File: src/rtl/bounded_transposition_edit_distance_core_defines.svh
// Assertion macros shared by the edit distance core.
// Depends on nothing; the including module must provide clk and rst.
`ifndef BOUNDED_TRANSPOSITION_EDIT_DISTANCE_CORE_DEFINES_SVH
`define BOUNDED_TRANSPOSITION_EDIT_DISTANCE_CORE_DEFINES_SVH

// Same-cycle implication, checked outside reset.
`define BTED_ASSERT_IMPL(lbl, ante, cons) \
  lbl: assert property (@(posedge clk) disable iff (rst) (ante) |-> (cons)) \
    else $error("edit distance core: same-cycle check failed");

// Next-cycle implication, checked outside reset.
`define BTED_ASSERT_NEXT(lbl, ante, cons) \
  lbl: assert property (@(posedge clk) disable iff (rst) (ante) |=> (cons)) \
    else $error("edit distance core: next-cycle check failed");

`endif

File: src/rtl/bted_pkg.sv
// Shared constants, request codes and payload types of the edit distance core.
// Depends on nothing.
package bted_pkg;

  localparam int MAX_LEN = 64;
  // Bits of a length or a DP cell, 0..MAX_LEN.
  localparam int LEN_W = $clog2(MAX_LEN + 1);
  // Bits of a target memory address, 0..MAX_LEN-1.
  localparam int TADDR_W = $clog2(MAX_LEN);
  localparam int CHAR_W = 16;
  localparam int DIST_W = 7;
  localparam int BOUND_W = 4;
  localparam logic [BOUND_W-1:0] BOUND_RESET = 4'd2;

  localparam logic [1:0] REQ_TARGET = 2'd0;
  localparam logic [1:0] REQ_QUERY  = 2'd1;
  localparam logic [1:0] REQ_END    = 2'd2;

  typedef struct packed {
    logic [1:0]        req_type;
    logic [CHAR_W-1:0] char_code;
  } item_t;

  typedef struct packed {
    logic [DIST_W-1:0] distance;
    logic              within_limit;
    logic              length_overflow;
  } result_t;

  // One entry of the row memory: the row two back and the row one back.
  typedef struct packed {
    logic [LEN_W-1:0] prev2;
    logic [LEN_W-1:0] prev;
  } row_t;

endpackage

File: src/rtl/bounded_transposition_edit_distance_core.sv
// Edit distance core: each query character starts a row sweep that reads one
// row memory entry per cycle. An end transaction's result is valid in the
// cycle after it is accepted. A new transaction is taken outside a sweep,
// while the result register is empty or drained.
// Reset (rst, synchronous): lengths, flags and the sweep control clear and
// max_dist returns to 2; the target and row memories are not cleared.
`include "bounded_transposition_edit_distance_core_defines.svh"

module bounded_transposition_edit_distance_core
  import bted_pkg::*;
(
  input  logic               clk,
  input  logic               rst,
  input  logic               item_valid,
  output logic               item_ready,
  input  item_t              item,
  output logic               result_valid,
  input  logic               result_ready,
  output result_t            result,
  input  logic               cfg_we,
  input  logic [BOUND_W-1:0] cfg_wdata
);

  localparam int D_W = (LEN_W > DIST_W) ? LEN_W : DIST_W;

  localparam logic ST_IDLE = 1'b0;
  localparam logic ST_ROW  = 1'b1;

  // Memories and their registered read ports.
  logic [CHAR_W-1:0] tchar_mem [MAX_LEN];
  row_t              row_mem   [MAX_LEN + 1];
  logic [CHAR_W-1:0] tchar_q;
  row_t              row_q;
  logic              tchar_re;
  logic [TADDR_W-1:0] tchar_raddr;
  logic              tchar_we;
  logic              row_re;
  logic [LEN_W-1:0]  row_raddr;
  logic              row_we;
  row_t              row_wdata;

  // Control and per-pair state.
  logic              state;
  logic [BOUND_W-1:0] max_dist;
  logic [LEN_W-1:0]  target_len;
  logic [LEN_W-1:0]  query_len;
  logic [CHAR_W-1:0] last_query_char;
  logic              bound_exceeded;
  logic              overflow_seen;
  logic [LEN_W-1:0]  final_cell;

  // Sweep registers.
  logic [LEN_W-1:0]  col;
  logic [LEN_W-1:0]  tl_q;
  logic [LEN_W-1:0]  i_q;
  logic [CHAR_W-1:0] c_q;
  logic              seed_q;
  logic [LEN_W-1:0]  prev_d1;
  logic [LEN_W-1:0]  prev2_d1;
  logic [LEN_W-1:0]  prev2_d2;
  logic [CHAR_W-1:0] t_d1;
  logic [LEN_W-1:0]  curr_prev;
  logic [LEN_W-1:0]  mn;

  logic              accept;
  logic              acc_target;
  logic              acc_query;
  logic              acc_end;
  logic              last_col;

  assign item_ready = (state == ST_IDLE) && (!result_valid || result_ready);
  assign accept     = item_valid && item_ready;
  assign acc_target = accept && (item.req_type == REQ_TARGET);
  assign acc_query  = accept && (item.req_type == REQ_QUERY) && (query_len < LEN_W'(MAX_LEN));
  assign acc_end    = accept && (item.req_type == REQ_END);
  assign last_col   = (state == ST_ROW) && (col == tl_q);

  // Cell computation for the column whose memory data arrives this cycle.
  logic [LEN_W-1:0] prev_j;
  logic [LEN_W-1:0] prev2_j;
  logic [LEN_W:0]   cand_up;
  logic [LEN_W:0]   cand_left;
  logic [LEN_W:0]   cand_diag;
  logic [LEN_W:0]   cand_swap;
  logic [LEN_W:0]   v_wide;
  logic [LEN_W-1:0] v;
  logic [LEN_W-1:0] mn_fin;
  logic             cost;
  logic             swap_ok;

  always_comb begin
    prev_j    = seed_q ? col : row_q.prev;
    prev2_j   = seed_q ? '0 : row_q.prev2;
    cost      = (c_q != tchar_q);
    cand_up   = {1'b0, prev_j} + 1'b1;
    cand_left = {1'b0, curr_prev} + 1'b1;
    cand_diag = {1'b0, prev_d1} + {{LEN_W{1'b0}}, cost};
    cand_swap = {1'b0, prev2_d2} + 1'b1;
    swap_ok   = !seed_q && (col > LEN_W'(1)) && (c_q == t_d1) && (last_query_char == tchar_q);
    v_wide    = cand_up;
    if (cand_left < v_wide) v_wide = cand_left;
    if (cand_diag < v_wide) v_wide = cand_diag;
    if (swap_ok && (cand_swap < v_wide)) v_wide = cand_swap;
    if (col == '0) begin
      v = i_q;
    end else begin
      v = v_wide[LEN_W-1:0];
    end
    if ((col == '0) || (v < mn)) begin
      mn_fin = v;
    end else begin
      mn_fin = mn;
    end
  end

  // Memory port control. A row entry is written in the cycle after its read,
  // while the next entry is read, so the two never meet on one address.
  always_comb begin
    tchar_we    = acc_target && (query_len == '0) && (target_len < LEN_W'(MAX_LEN));
    row_re      = 1'b0;
    row_raddr   = '0;
    tchar_re    = 1'b0;
    tchar_raddr = '0;
    if (acc_query) begin
      row_re = 1'b1;
    end else if ((state == ST_ROW) && (col < tl_q)) begin
      row_re      = 1'b1;
      row_raddr   = col + 1'b1;
      tchar_re    = 1'b1;
      tchar_raddr = col[TADDR_W-1:0];
    end
    row_we    = (state == ST_ROW);
    row_wdata = '{prev2: prev_j, prev: v};
  end

  // Target character memory.
  always_ff @(posedge clk) begin
    if (tchar_we) tchar_mem[target_len[TADDR_W-1:0]] <= item.char_code;
    if (tchar_re) tchar_q <= tchar_mem[tchar_raddr];
  end

  // Row memory.
  always_ff @(posedge clk) begin
    if (row_we) row_mem[col] <= row_wdata;
    if (row_re) row_q <= row_mem[row_raddr];
  end

  // Sweep datapath registers.
  always_ff @(posedge clk) begin
    if (acc_query) begin
      c_q    <= item.char_code;
      tl_q   <= target_len;
      i_q    <= query_len + 1'b1;
      seed_q <= (query_len == '0);
    end
    if (state == ST_ROW) begin
      prev_d1   <= prev_j;
      prev2_d1  <= prev2_j;
      prev2_d2  <= prev2_d1;
      t_d1      <= tchar_q;
      curr_prev <= v;
      mn        <= mn_fin;
    end
    if (last_col) final_cell <= v;
  end

  // Distance of the finished pair.
  logic [LEN_W-1:0] diff;
  logic [D_W-1:0]   d;

  always_comb begin
    diff = (query_len > target_len) ? (query_len - target_len) : (target_len - query_len);
    if ((D_W'(diff) > D_W'(max_dist)) || bound_exceeded) begin
      d = D_W'(max_dist) + 1'b1;
    end else if (query_len == '0) begin
      d = D_W'(target_len);
    end else begin
      d = D_W'(final_cell);
    end
  end

  // Control state and the result register.
  always_ff @(posedge clk) begin
    if (rst) begin
      state           <= ST_IDLE;
      col             <= '0;
      max_dist        <= BOUND_RESET;
      target_len      <= '0;
      query_len       <= '0;
      last_query_char <= '0;
      bound_exceeded  <= 1'b0;
      overflow_seen   <= 1'b0;
      result_valid    <= 1'b0;
    end else begin
      if (cfg_we) max_dist <= cfg_wdata;
      if (result_valid && result_ready && !acc_end) result_valid <= 1'b0;
      unique case (state)
        ST_IDLE: begin
          if (accept) begin
            case (item.req_type)
              REQ_TARGET: begin
                if (query_len == '0) begin
                  if (target_len < LEN_W'(MAX_LEN)) begin
                    target_len <= target_len + 1'b1;
                  end else begin
                    overflow_seen <= 1'b1;
                  end
                end
              end
              REQ_QUERY: begin
                if (query_len < LEN_W'(MAX_LEN)) begin
                  state <= ST_ROW;
                  col   <= '0;
                end else begin
                  overflow_seen <= 1'b1;
                end
              end
              REQ_END: begin
                result_valid           <= 1'b1;
                result.distance        <= (d > D_W'(127)) ? DIST_W'(127) : d[DIST_W-1:0];
                result.within_limit    <= (d <= D_W'(max_dist));
                result.length_overflow <= overflow_seen;
                target_len      <= '0;
                query_len       <= '0;
                last_query_char <= '0;
                bound_exceeded  <= 1'b0;
                overflow_seen   <= 1'b0;
              end
              default: begin
              end
            endcase
          end
        end
        ST_ROW: begin
          if (col == tl_q) begin
            state           <= ST_IDLE;
            query_len       <= i_q;
            last_query_char <= c_q;
            if (D_W'(mn_fin) > D_W'(max_dist)) bound_exceeded <= 1'b1;
          end else begin
            col <= col + 1'b1;
          end
        end
        default: begin
          state <= ST_IDLE;
        end
      endcase
    end
  end

  // Checks on the sweep and the result path.
  `BTED_ASSERT_IMPL(a_col_in_row, state == ST_ROW, col <= tl_q)
  `BTED_ASSERT_NEXT(a_end_gives_result, acc_end, result_valid)
  `BTED_ASSERT_NEXT(a_row_adds_query, last_col, query_len == $past(query_len) + 1'b1)
  `BTED_ASSERT_IMPL(a_len_bound, 1'b1, (query_len <= LEN_W'(MAX_LEN)) && (target_len <= LEN_W'(MAX_LEN)))

endmodule

File: config.mk
export PLATFORM = sky130hd
export DESIGN_NAME = bounded_transposition_edit_distance_core
export DESIGN_NICKNAME = d
export VERILOG_FILES = /design/src/rtl/bted_pkg.sv /design/src/rtl/bounded_transposition_edit_distance_core.sv
export VERILOG_INCLUDE_DIRS = /design/src /design/src/rtl
export SDC_FILE = /design/constraint.sdc
export NUM_CORES = 2
export LEC_CHECK = 0
export BUFFER_PORTS_ARGS = -buffer_cell sky130_fd_sc_hd__buf_2
export CORE_AREA = 2 2 390 430
export DETAILED_ROUTE_END_ITERATION = 6
export DIE_AREA = 0 0 392 432
export PLACE_DENSITY = 0.69
export SYNTH_ARGS = -nofsm -noshare
export SYNTH_HDL_FRONTEND = slang
export SYNTH_SLANG_ARGS = --single-unit
File: constraint.sdc
create_clock -name clk -period 13.5 [get_ports clk]
set_input_delay 2.025 -clock clk [delete_from_list [all_inputs] [get_ports clk]]
set_output_delay 2.025 -clock clk [all_outputs]
set_load 0.02 [all_outputs]
# Word-level counts from Yosys, hierarchy flattened
# Memories as Yosys holds them, arrays and structs flattened. A register that Yosys moved wholly into a read port is not among the register bits.
# Cells that the tools add are included.
# word_totals
ff_bits	143
elab_cells	154
n_memories	2
ram_bits	1934
out_inout_bits	11
# classes
n_reduce_logical	33
n_mux	54
n_eq_ne	17
n_lt_le_gt_ge	13
n_bitwise	2
addsub	10
# mem_list
memory	words	word_bits	rd	rd_clocked_by_memory_dff	write_ports	line_no	text
tchar_mem	64	16	1	1	1	bounded_transposition_edit_distance_core.sv:30	logic [CHAR_W-1:0] tchar_mem [MAX_LEN];
row_mem	65	14	1	1	1	bounded_transposition_edit_distance_core.sv:31	row_t row_mem [MAX_LEN + 1];
# ops
op	count
2-to-1 mux 7 bit	18
2-to-1 mux 16 bit	3
case mux 7 bit (2 select lines)	3
== test 16 bit	2
case mux 16 bit (2 select lines)	1
adder 7 x 1 -> 8 bit, second input constant	3
< comparator 8 bit	3
2-to-1 mux 1 bit	22
adder 7 x 1 -> 7 bit, second input constant	3
logical AND 1 bit	16
2-to-1 mux 8 bit	2
inequality test 16 bit	1
> comparator 7 x 4 -> 1 bit	2
logical NOT 7 bit	2
< comparator 7 bit	2
< comparator 7 bit, second input constant	2
inequality test 2 x 1 -> 1 bit, second input constant	7
subtractor 7 bit	2
2-to-1 mux 6 bit	2
AND reduction 4 bit	3
adder 7 x 1 -> 8 bit	1
inequality test 2 bit, second input constant	4
== test 7 bit	1
> comparator 7 x 1 -> 1 bit, second input constant	1
other kinds (17)	23

# Logic depth before layout (Yosys ltp)
# logic_depth
word_depth	17
ltp_mapped	50

# Worst setup path after synthesis
# OpenSTA, ideal clock, no wires.
# synth_path
kind	register to register
from	register seed_q
to	register bound_exceeded
synth_period_minus_slack_ps	12241
stages_incl_launch_ff	47
arrival_ps	12104
path_slack_ps	1259
setup_ps	136
required_ps	13364
path_cell_list	edfxtp_1 buf_6 mux2i_1 inv_1 ha_1 inv_1 xnor2_1 ha_1 nand2_1 o21ai_0 a31oi_4 o21a_1 buf_2 o21a_1 ha_1 a21oi_1 nor2b_1 o21ai_0 [11 not listed] o211ai_2 and2_1 o31ai_1 ha_1 a21o_1 a21o_1 a21oi_1 o21ai_0 nand2_1 a31oi_1 mux2_2 ha_1 nor2b_1 o21a_1 o21ai_0 nand2b_1 a31oi_1 o22ai_1
# synth_via
elab_chain_len	16
word_cells_on_any_way	20
# synth_lines
item	line_no	text
start: declaration	bounded_transposition_edit_distance_core.sv:57	logic seed_q;
start signal: assignment	bounded_transposition_edit_distance_core.sv:154	seed_q <= (query_len == '0);
2-to-1 mux 7 bit (*)	bounded_transposition_edit_distance_core.sv:92	prev_j = seed_q ? col : row_q.prev;
via prev_j[0]	bounded_transposition_edit_distance_core.sv:79	logic [LEN_W-1:0] prev_j;
adder 7 x 1 -> 8 bit (*)	bounded_transposition_edit_distance_core.sv:95	cand_up = {1'b0, prev_j} + 1'b1;
< comparator 8 bit	bounded_transposition_edit_distance_core.sv:101	if (cand_left < v_wide) v_wide = cand_left;
2-to-1 mux 8 bit (*)	bounded_transposition_edit_distance_core.sv:101	
< comparator 8 bit	bounded_transposition_edit_distance_core.sv:102	if (cand_diag < v_wide) v_wide = cand_diag;
2-to-1 mux 8 bit (*)	bounded_transposition_edit_distance_core.sv:102	
< comparator 8 bit	bounded_transposition_edit_distance_core.sv:103	if (swap_ok && (cand_swap < v_wide)) v_wide = cand_swap;
[3 not listed]	n/a	
via v[3]	bounded_transposition_edit_distance_core.sv:86	logic [LEN_W-1:0] v;
< comparator 7 bit (*)	bounded_transposition_edit_distance_core.sv:109	if ((col == '0) || (v < mn)) begin
logical OR 1 bit (*)	bounded_transposition_edit_distance_core.sv:109	
2-to-1 mux 7 bit (*)	bounded_transposition_edit_distance_core.sv:109	
via mn_fin[1]	bounded_transposition_edit_distance_core.sv:87	logic [LEN_W-1:0] mn_fin;
> comparator 7 x 4 -> 1 bit (*)	bounded_transposition_edit_distance_core.sv:239	if (D_W'(mn_fin) > D_W'(max_dist)) bound_exceeded <= 1'b1;
inequality test 2 x 1 -> 1 bit (no line) (*)	n/a	
AND reduction 4 bit (no line) (*)	n/a	
end signal: assignment	bounded_transposition_edit_distance_core.sv:191	bound_exceeded <= 1'b0;
end signal: assignment	bounded_transposition_edit_distance_core.sv:226	bound_exceeded <= 1'b0;
end signal: assignment	bounded_transposition_edit_distance_core.sv:239	
end: declaration	bounded_transposition_edit_distance_core.sv:48	logic bound_exceeded;
# The timed path passes the listed nets; every way through them passes the cells marked *.
# A chain may end at the register's enable or synchronous reset.

# Worst setup path in the final report
# layout_path
from	register seed_q
to	register bound_exceeded
# layout_via
elab_chain_len	16
word_cells_on_any_way	20
# layout_lines
item	line_no
2-to-1 mux 7 bit (*)	bounded_transposition_edit_distance_core.sv:92
via prev_j[0]	bounded_transposition_edit_distance_core.sv:79
adder 7 x 1 -> 8 bit (*)	bounded_transposition_edit_distance_core.sv:95
< comparator 8 bit	bounded_transposition_edit_distance_core.sv:101
2-to-1 mux 8 bit (*)	bounded_transposition_edit_distance_core.sv:101
< comparator 8 bit	bounded_transposition_edit_distance_core.sv:102
2-to-1 mux 8 bit (*)	bounded_transposition_edit_distance_core.sv:102
< comparator 8 bit	bounded_transposition_edit_distance_core.sv:103
[3 not listed]	n/a
via v[1]	bounded_transposition_edit_distance_core.sv:86
< comparator 7 bit	bounded_transposition_edit_distance_core.sv:109
logical OR 1 bit	bounded_transposition_edit_distance_core.sv:109
2-to-1 mux 7 bit (*)	bounded_transposition_edit_distance_core.sv:109
via mn_fin[1]	bounded_transposition_edit_distance_core.sv:87
> comparator 7 x 4 -> 1 bit (*)	bounded_transposition_edit_distance_core.sv:239
inequality test 2 x 1 -> 1 bit (no line) (*)	n/a
AND reduction 4 bit (no line) (*)	n/a
# Marks and branches as above.

==> run metrics <==
slowest library cell on the worst path sky130_fd_sc_hd__edfxtp_1; first drt pass iteration count 6; overall die area 169,000 sq um; signed area change from the synthesized netlist to the final layout 11.2%; fraction of registers with async set/reset 0%; Tcrit/Tclk final between 80 and 90%; cell types with the largest area share after synthesis sky130_fd_sc_hd__edfxtp_1 (73%), sky130_fd_sc_hd__nand2_1 (4.4%), sky130_fd_sc_hd__mux2i_1 (3.0%); Clock Sinks 2,107; worst max-slew margin expressed relative to the limit 15.9%; power consumption 0.0132 W; summed negative setup slack over all endpoints 0 ps; clock edge transition at the registers on the reported setup and hold paths 60 ps; gate family responsible for the most delay along the worst path compound AO/OA/AOI/OAI gates; wire length of the first global-routing pass 327,000 um; Worst path max stage delay 890 ps; number of resized instances in the post-cts repair step 0; number of maximum-capacitance constraint violations 0; vias per cell 6.25; RD Place Congestion 0.853; detailed-route DRC error count 0; setup repair after global routing missed its margin false; post-CTS setup-driven buffer insertion count 0; overall die height 432 um; DIE WIDTH 392 um; Netlist Area Pre-Place 85,300 sq um; upper clock frequency limit 88.5 MHz; origin of the worst setup path seed_q$_DFFE_PP_; nets 6,095; post-layout worst setup margin ~2200 ps; net count after synthesis 6,101; count of flip-flops with a built-in enable after synthesis 2,062; power per unit of standard cell area about 140 nW/um^2; CTS Buf Count 204; VDD IR-drop max 0.117 mV; final setup violation count 0; layout cell share with drive strength beyond 1 9.84%; transition time of the tightest slew-check pin 1260 ps; CTS tree done; top cell types by occurrence after synthesis sky130_fd_sc_hd__edfxtp_1 (2,062), sky130_fd_sc_hd__nand2_1 (1,009), sky130_fd_sc_hd__clkbuf_1 (358); CP Buf/Inv Count 4; Ports 38; Port Buffers 37; Detailed Place HPWL 122,000 um; dominant register cell in the synthesized netlist sky130_fd_sc_hd__edfxtp_1; maximum clock skew at final layout between 40 and 50 ps; number of distinct standard cells referenced by the synthesized netlist 75; residual overflow from global routing 0; standard cell core area 165,000 sq um; root cell of the clock tree sky130_fd_sc_hd__clkbuf_16; most frequent cell after synthesis sky130_fd_sc_hd__edfxtp_1; register area share after synthesis about 74%; Avg Synthesized Cell Area 14.2 sq um; path type of the worst min-delay path reg -> reg; Final Hold Fails 0; element type at the critical path end flip-flop; CP required 14,200 ps; area share of the largest cell type after synthesis between 70% and 80%; insertion delay of the later-clocked pin in the worst-skew pair 840 ps; critical path class reg -> reg; sort of element at the start of the critical path flip-flop; biggest fanout along the worst timing path 69; design area about 95,000 sq um; launch instance of the worst register-to-register path seed_q$_DFFE_PP_; initial cell density of the core 51.6%; gate count after technology mapping 6,005; Max Slew Vio Count 0; placed instance area about 88,000 sq um; final core utilization 57.4%; cell taking the most area after synthesis sky130_fd_sc_hd__edfxtp_1; minimum period implied by the final worst setup slack 11,300 ps; result of the run finished clean; pin count of the biggest net entering global routing 145; leakage power summed over all cells 30.4 nW; Yosys warnings 0; most frequent cell on the critical path sky130_fd_sc_hd__ha_1; total of hold buffers inserted after clock tree synthesis 0; row cnt 157; total wire length 222,000 um; FF+latch count, synth 2,107; iteration-0 DRC count of the detailed router around 6,300; routed via count 52,500; drt wl/cell 26.5 um; vias in the first global route 50,400; number of antenna violations at the first check in global routing 9; CTS Buffer Depth 3; H-Tree Level Count 4; arrival time of the worst setup path 12,000 ps; post-route antenna net violation count 0; total routing resource utilization after global routing 25.9%; hold path startpoint prev2_d1[0]$_SDFFCE_PP0P_; pre-CTS worst setup slack 1980 ps
state kept, by name, indices dropped and copies added, names as in the netlist, 9 cells and up:
name	count
c_q	16
tchar_mem	1024
row_mem	910
result	9
row_q	14
t_d1	16
tchar_q	16
last_query_char	16
final timing paths:
path	slack, ps	cells past startpoint	to
worst max-delay path	2200	44	bound_exceeded$_SDFFE_PP0P_
worst min register to register	420	0	prev2_d2[0]$_DFFE_PP_
worst max register to register	2200	44	bound_exceeded$_SDFFE_PP0P_
worst min-delay path	420	0	prev2_d2[0]$_DFFE_PP_
power by group:
part | total, W | switching, W | leakage [nW] | internal, W
registers | 0.00720 | 0.0000160 | 19.0 | 0.00719
clock network | 0.00553 | 0.00244 | 3.14 | 0.00310
logic | 0.000427 | 0.000311 | 8.23 | 0.000116
total | 0.0132 | 0.00276 | 30.4 | 0.0104
cells by family (layout without fill, tap and decap cells):
group | after synthesis | in the layout | synth area share (%)
xor+xnor | 91 | 91 | 0.943
buf+inv | 467 | 628 | 2.08
simple gates | 1810 | 1810 | 9.17
mux | 287 | 287 | 3.42
flops | 2107 | 2107 | 73.6
fa+ha+maj | 73 | 73 | 1.08
compound gates | 1170 | 1170 | 9.70
other cells | 0 | 3 | 0
metrics by stage:
stage               instances  hold WS [ps]
floorplan                6005           400
global placement         8019           403
detailed placement       8019           405
CTS                      8392           421
global route             8393           426
finish                   8395           424
cells in the final DEF, fill, tap and decap left out, drive strengths merged, types with 23 or more instances in the layout:
cell type  count
clkinv        94
a21oi        121
nand3        307
xor2          57
xnor2         34
mux2i        259
a31oi        125
ha            67
buf          196
nand2       1009
o21ai        125
o22ai        180
nor2b         25
o211ai       102
mux2          28
and2          63
nor2         253
edfxtp      2062
o221ai        96
a2111oi      113
and3          71
inv           61
dfxtp         45
a211oi       124
nor4          23
a311oi       120
clkbuf       257
layer usage:
layer  track usage [%]  up-vias  routed length (um)
li1                  -    23200                   -
met1              35.3    26200               86800
met2              41.5     2631              106000
met3              3.95      423               18900
met4              11.5        2               10200
met5                 0        -                  13
cell type report:
type	instances	area, sq um
antenna	3	7.51
clock buffer	257	5390
clock inverter	116	1090
fill	12800	70500
inverter	59	221
multi-input combinational	3431	21100
sequential	2107	62800
tap	2226	2790
timing repair buffer	196	1430
(Power assumes the default switching activity.)
